[src/hdl/kwm_pkg.sv]
// kwm_pkg: shared types and constants for the k-way timestamp merge.
// No dependencies; imported by kwm_min_tree and kway_timestamp_merge_top.
package kwm_pkg;

  localparam int OP_W      = 2;
  localparam int STATUS_W  = 2;
  localparam int LIST_W    = 3;
  localparam int STAMP_W   = 64;
  localparam int REF_W     = 32;
  localparam int REC_W     = STAMP_W + REF_W;

  // stream payload widths, padded to whole bytes
  localparam int IN_BITS      = LIST_W + STAMP_W + REF_W;
  localparam int IN_TDATA_W   = ((IN_BITS + 7) / 8) * 8;
  localparam int OUT_BITS     = STAMP_W + REF_W + LIST_W;
  localparam int OUT_TDATA_W  = ((OUT_BITS + 7) / 8) * 8;
  localparam int OUT_PAD_W    = OUT_TDATA_W - OUT_BITS;

  typedef enum logic [OP_W-1:0] {
    OP_APPEND = 2'd0,
    OP_POP    = 2'd1,
    OP_CLEAR  = 2'd2,
    OP_NONE   = 2'd3
  } op_e;

  typedef enum logic [STATUS_W-1:0] {
    STATUS_DONE      = 2'd0,
    STATUS_DELIVERED = 2'd1,
    STATUS_REFUSED   = 2'd2,
    STATUS_EMPTY     = 2'd3
  } status_e;

endpackage

[src/hdl/kwm_min_tree.sv]
// kwm_min_tree: registered comparison tree picking the smallest valid stamp.
// One register level per tree level; depends on kwm_pkg.
module kwm_min_tree #(
  parameter int NUM_LEAVES = 8
) (
  input  logic                                   clk_i,
  input  logic                                   rst_ni,
  input  logic [NUM_LEAVES-1:0]                  leaf_valid_i,
  input  logic [kwm_pkg::STAMP_W-1:0]            leaf_stamp_i [NUM_LEAVES],
  output logic                                   root_valid_o,
  output logic [$clog2(NUM_LEAVES)-1:0]          root_idx_o,
  output logic [kwm_pkg::STAMP_W-1:0]            root_stamp_o
);
  import kwm_pkg::*;

  localparam int LW = $clog2(NUM_LEAVES);
  localparam int P  = 1 << LW;

  // heap layout: node 1 is the root, children of n are 2n and 2n+1
  logic               node_v_q [1:P-1];
  logic [STAMP_W-1:0] node_s_q [1:P-1];
  logic [LW-1:0]      node_i_q [1:P-1];

  for (genvar n = 1; n < P; n++) begin : g_node
    logic               lv, rv, take_left;
    logic [STAMP_W-1:0] ls, rs;
    logic [LW-1:0]      li, ri;

    if (2 * n >= P) begin : g_leaf
      localparam int LI = 2 * n - P;
      localparam int RI = 2 * n + 1 - P;
      if (LI < NUM_LEAVES) begin : g_l
        assign lv = leaf_valid_i[LI];
        assign ls = leaf_stamp_i[LI];
      end else begin : g_l_pad
        assign lv = 1'b0;
        assign ls = '0;
      end
      if (RI < NUM_LEAVES) begin : g_r
        assign rv = leaf_valid_i[RI];
        assign rs = leaf_stamp_i[RI];
      end else begin : g_r_pad
        assign rv = 1'b0;
        assign rs = '0;
      end
      assign li = LW'(LI);
      assign ri = LW'(RI);
    end else begin : g_inner
      assign lv = node_v_q[2*n];
      assign ls = node_s_q[2*n];
      assign li = node_i_q[2*n];
      assign rv = node_v_q[2*n+1];
      assign rs = node_s_q[2*n+1];
      assign ri = node_i_q[2*n+1];
    end

    // left side holds the lower list indices, so it wins ties
    assign take_left = lv && (!rv || (ls <= rs));

    always_ff @(posedge clk_i or negedge rst_ni) begin
      if (!rst_ni) begin
        node_v_q[n] <= 1'b0;
      end else begin
        node_v_q[n] <= lv || rv;
      end
    end

    always_ff @(posedge clk_i) begin
      node_s_q[n] <= take_left ? ls : rs;
      node_i_q[n] <= take_left ? li : ri;
    end
  end

  assign root_valid_o = node_v_q[1];
  assign root_idx_o   = node_i_q[1];
  assign root_stamp_o = node_s_q[1];

endmodule

[config.mk]
export PLATFORM = sky130hd
export DESIGN_NAME = kwm_min_tree
export DESIGN_NICKNAME = d
export VERILOG_FILES = /design/src/hdl/kwm_pkg.sv /design/src/hdl/kwm_min_tree.sv
export SDC_FILE = /design/constraint.sdc
export NUM_CORES = 1
export LEC_CHECK = 0
export ABC_AREA = 1
export BUFFER_PORTS_ARGS = -buffer_cell sky130_fd_sc_hd__buf_4
export CAP_MARGIN = 20
export CORE_AREA = 4 4 228 230
export CTS_CLUSTER_SIZE = 40
export DETAILED_ROUTE_END_ITERATION = 8
export DIE_AREA = 0 0 232 234
export MAX_ROUTING_LAYER = met4
export PLACE_DENSITY = 0.88
export SYNTH_ARGS = -nofsm -noshare
export SYNTH_HDL_FRONTEND = slang
export SYNTH_SLANG_ARGS = --single-unit
[constraint.sdc]
create_clock -name clk_i -period 3 [get_ports clk_i]
set_input_delay 0.45 -clock clk_i [delete_from_list [all_inputs] [get_ports clk_i]]
set_output_delay 0.45 -clock clk_i [all_outputs]
set_load 0.03 [all_outputs]
==> results.rst <==
.. list-table::
   :header-rows: 1

   * - Metric
     - Value
   * - Cell type with the largest total area after synthesis
     - dfxtp_1
   * - Worst EP arrival
     - 3.11 ns
   * - Share of power burned in the clock network
     - 0.313
   * - Routed len/inst
     - 17.1 um
   * - Post-route non-filler standard cell count
     - slightly above 5000
   * - Initial Utilization
     - 0.563
   * - Number of H-tree branching levels
     - 2
   * - Switching power
     - 0.00793 W
   * - Number of antenna violations at the first check in global routing
     - 5
   * - First-pass GRT wire length
     - about 140000 um
   * - IO Pins
     - a little under 600
   * - Critical path cell sequence
     - inv_1, ha_1, nand2_1, nor2_1, nand4_1, nor2_1, nand3_1, nor3_1, nor2_1, nand2_2, buf_4, nand3_1, nand2_1
   * - Buffers added on ports
     - between 500 and 600
   * - FILL cells
     - 4007
   * - Final period demand of the worst path
     - between 2 and 3 ns
   * - Syn nets
     - 4905
   * - Largest net degree at the start of global routing
     - 66
   * - CP dominant cell by count
     - nor2_1
   * - CTS tree
     - done
   * - Utilization after layout
     - 0.696
   * - Post-detail-place hpwl
     - approximately 70000 um
   * - Number of global-route vias before repair
     - between 20000 and 30000
   * - Data required time of the critical path
     - between 3 and 4 ns
   * - Count of flip-flops with a built-in enable after synthesis
     - 0
   * - Tightest Hold Check Type
     - primary input to flip-flop
   * - Cell-internal power
     - 0.0147 W
   * - Layer with the highest usage after global routing
     - met2
   * - Accumulated negative setup slack
     - 0 ns
   * - Cell at the slowest stage of the critical path
     - buf_4
   * - Met1 Track Usage GR
     - 0.367
   * - Maximum VDD drop
     - around 800 uV
   * - Final Routed Wirelength
     - between 80000 and 90000 um
   * - Fmax achieved
     - between 0.3 and 0.4 GHz
   * - Main synth FF type
     - dfxtp_1
   * - Post-route ant nets
     - 0
   * - Number of core rows
     - ~80
   * - Final setup skew
     - about 0.025 ns
   * - Worst Hold Margin
     - 0.0565 ns
   * - RSZ-0062 raised after global routing
     - no
   * - Rel. slew slack
     - 0.528
   * - Area inside the core boundary
     - 0.0499 mm^2
   * - Part of the cycle the worst path needs
     - 0.872
   * - Outcome
     - complete, no violations
   * - Final layout net count
     - between 5000 and 6000
   * - Number of clock buffers inserted by TritonCTS
     - 50
   * - Area added between synthesis and finish
     - 23.6%
   * - Met2 usage
     - 0.552
   * - Slew at the pin closest to its max-slew limit
     - 0.707 ns
   * - Proportion of netlist area held by the largest area contributor
     - 0.328
   * - Fraction of power consumed by sequential logic
     - 0.363
   * - Max Root-Sink Buffers
     - 3
   * - Count of mapped cells out of synthesis
     - between 3000 and 4000
   * - Clock sink count
     - about 470
   * - Final RePlAce weighted congestion
     - around 0.96
   * - Worst-Skew Late Latency
     - ~0.6 ns
   * - Placed Cells
     - 5081
   * - Worst setup SP type
     - flip-flop
   * - Max-cap check violation count
     - 0
   * - Number of setup violations in the final report
     - 0
   * - Number of design-rule violations left by the first detailed-router iteration
     - roughly 2300
   * - Mean number of vias per cell
     - 5.33
   * - Global-route track usage on met3
     - 0.0550
   * - Synth async-reset ratio
     - 0.0150
   * - #FFs+latches synth
     - ~470
   * - GR Overflow Total
     - 0
   * - Category of the most critical setup path
     - flip-flop to flip-flop
   * - Total vias in the final route
     - approximately 28000
   * - CP Capture Type
     - flip-flop
   * - Combinational fraction of design power
     - 0.323
   * - Critical path's largest stage delay
     - about 0.38 ns
   * - Avg Inst Size Synth
     - between 7 and 8 um^2
   * - Mapped Area
     - 0.0281 mm^2
   * - DR DRC count
     - 0
   * - Fraction of final layout cells sized beyond drive strength 1
     - 0.165
   * - Clk pin slew, worst setup/hold paths
     - ~0.070 ns
   * - Total global routing track utilization
     - 0.323
   * - Yosys synthesis warning count
     - 0
   * - Power density over the cells
     - between 600 and 700 mW/mm^2
   * - Die area
     - around 0.054 mm^2
   * - Share of the yosys chip area belonging to registers
     - 0.334
   * - CTS Root Cell
     - clkbuf_16
   * - Static Leak
     - roughly 20 nW
   * - Sw Share
     - 0.351
   * - Cells resized by post-CTS repair
     - 0
   * - Number of optimization iterations in the first detailed-route pass
     - 6
   * - Final number of hold-violating endpoints
     - 0
   * - Die boundary width
     - roughly 230 um
   * - Top cells by area, synth
     - dfxtp_1 (33%), ha_1 (20%), nand2_1 (18%), nand3_1 (8.6%), inv_1 (7.2%)
   * - Peak fanout along the critical path
     - 40
   * - Final-report max-slew violation count
     - 0
   * - Post-synthesis cell type count
     - 27
   * - DIE HEIGHT
     - between 200 and 250 um
cells in the final DEF, fill, tap and decap left out, drive strengths merged:
cell type and instances:
a21boi 1, nand3b 9, dfrtp 7, clkbuf 75, nand3 480, nor3 22
a21oi 210, buf 622, o21bai 14, a21o 7, and3 2, o21a 28
diode 5, nor4 9, or2 7, bufinv 10, dlygate4sd3 1, o21ai 35
dfxtp 459, nand4 37, nor2 112, clkinv 8, ha 448, nand2 1364
inv 536
Yosys cell counts, drive strengths merged (14+ instances only):
cell type	instances
nor2	112
a21oi	210
nand4	37
ha	448
buf	101
clkbuf	47
nand3	480
inv	536
nor3	22
o21a	28
o21bai	14
nand2	1364
o21ai	35
dfxtp	459
stage by stage:
step	worst slack [ns]	instance area, um^2	total power, W
floorplan	0.966	28100	0.0127
detailed placement	0.343	32700	0.0155
finish	0.385	34700	0.0226
CTS	0.455	34700	0.0227
global placement	0.366	32700	0.0153
global route	0.175	34700	0.0239
registers in the layout, summed over array words and instances (netlist names):
| register | cells |
|---|---|
| node_s_q | 448 |
| node_i_q | 11 |
| g_node.lv | 3 |
| g_node.rv | 3 |
| root_valid_o | 1 |
power groups by stage:
stage	clock [W]	sequential, W	combinational (W)
after floorplan	0	0.00894	0.00381
after global placement	0	0.00833	0.00702
after detailed placement	0	0.00834	0.00721
after CTS	0.00718	0.00823	0.00729
after global routing	0.00746	0.00832	0.00813
final	0.00708	0.00822	0.00731
final timing paths:
check | cells past startpoint | start | slack [ns] | end
worst min-delay path | 3 | leaf_stamp_i[188] | 0.06 | node_s_q[1][188]
worst min register to register | 2 | node_i_q[1][3] | 0.42 | node_i_q[0][6]
worst max register to register | 13 | node_s_q[1][71] | 0.38 | node_s_q[0][143]
worst max-delay path | 13 | node_s_q[1][71] | 0.38 | node_s_q[0][143]
min in group asynchronous | 2 | rst_ni | 0.25 | root_valid_o
max in group asynchronous | 2 | rst_ni | 2.56 | g_node[1].lv
critical path: cells and delay by family, from the launching register on:
kind,cells,cell delay (ns)
and+or+nand+nor,10,1.47
buffers and inverters,2,0.43
adders and majority gates,1,0.29
DFF,1,0.33
kinds of logic after synthesis:
kind of cell | synth area share
fa+ha+maj | 0.200
flops | 0.334
buf+inv | 0.105
compound gates | 0.0571
simple gates | 0.304
area by class of cell:
type | count | area (um^2) | share of cell area
multi-input combinational | 2785 | 15800 | 0.455
sequential | 466 | 9370 | 0.270
timing repair buffer | 623 | 4770 | 0.137
inverter | 536 | 2010 | 0.0580
clock buffer | 75 | 1570 | 0.0452
tap | 672 | 841 | 0.0242
clock inverter | 18 | 348 | 0.0100
antenna | 5 | 12.5 | 0.000361
layer usage:
metal  wire length, um  up-vias
met5                 0        -
met4              5280        0
met3              6470      317
met2             42800     1174
met1             34000    12500
li1                  -    13600
timing repair:
action	in CTS	in global routing
setup buffers	0	0
endpoints found under the hold margin	7	0
hold buffers	1	0
Power figures use the tool's default switching activity.
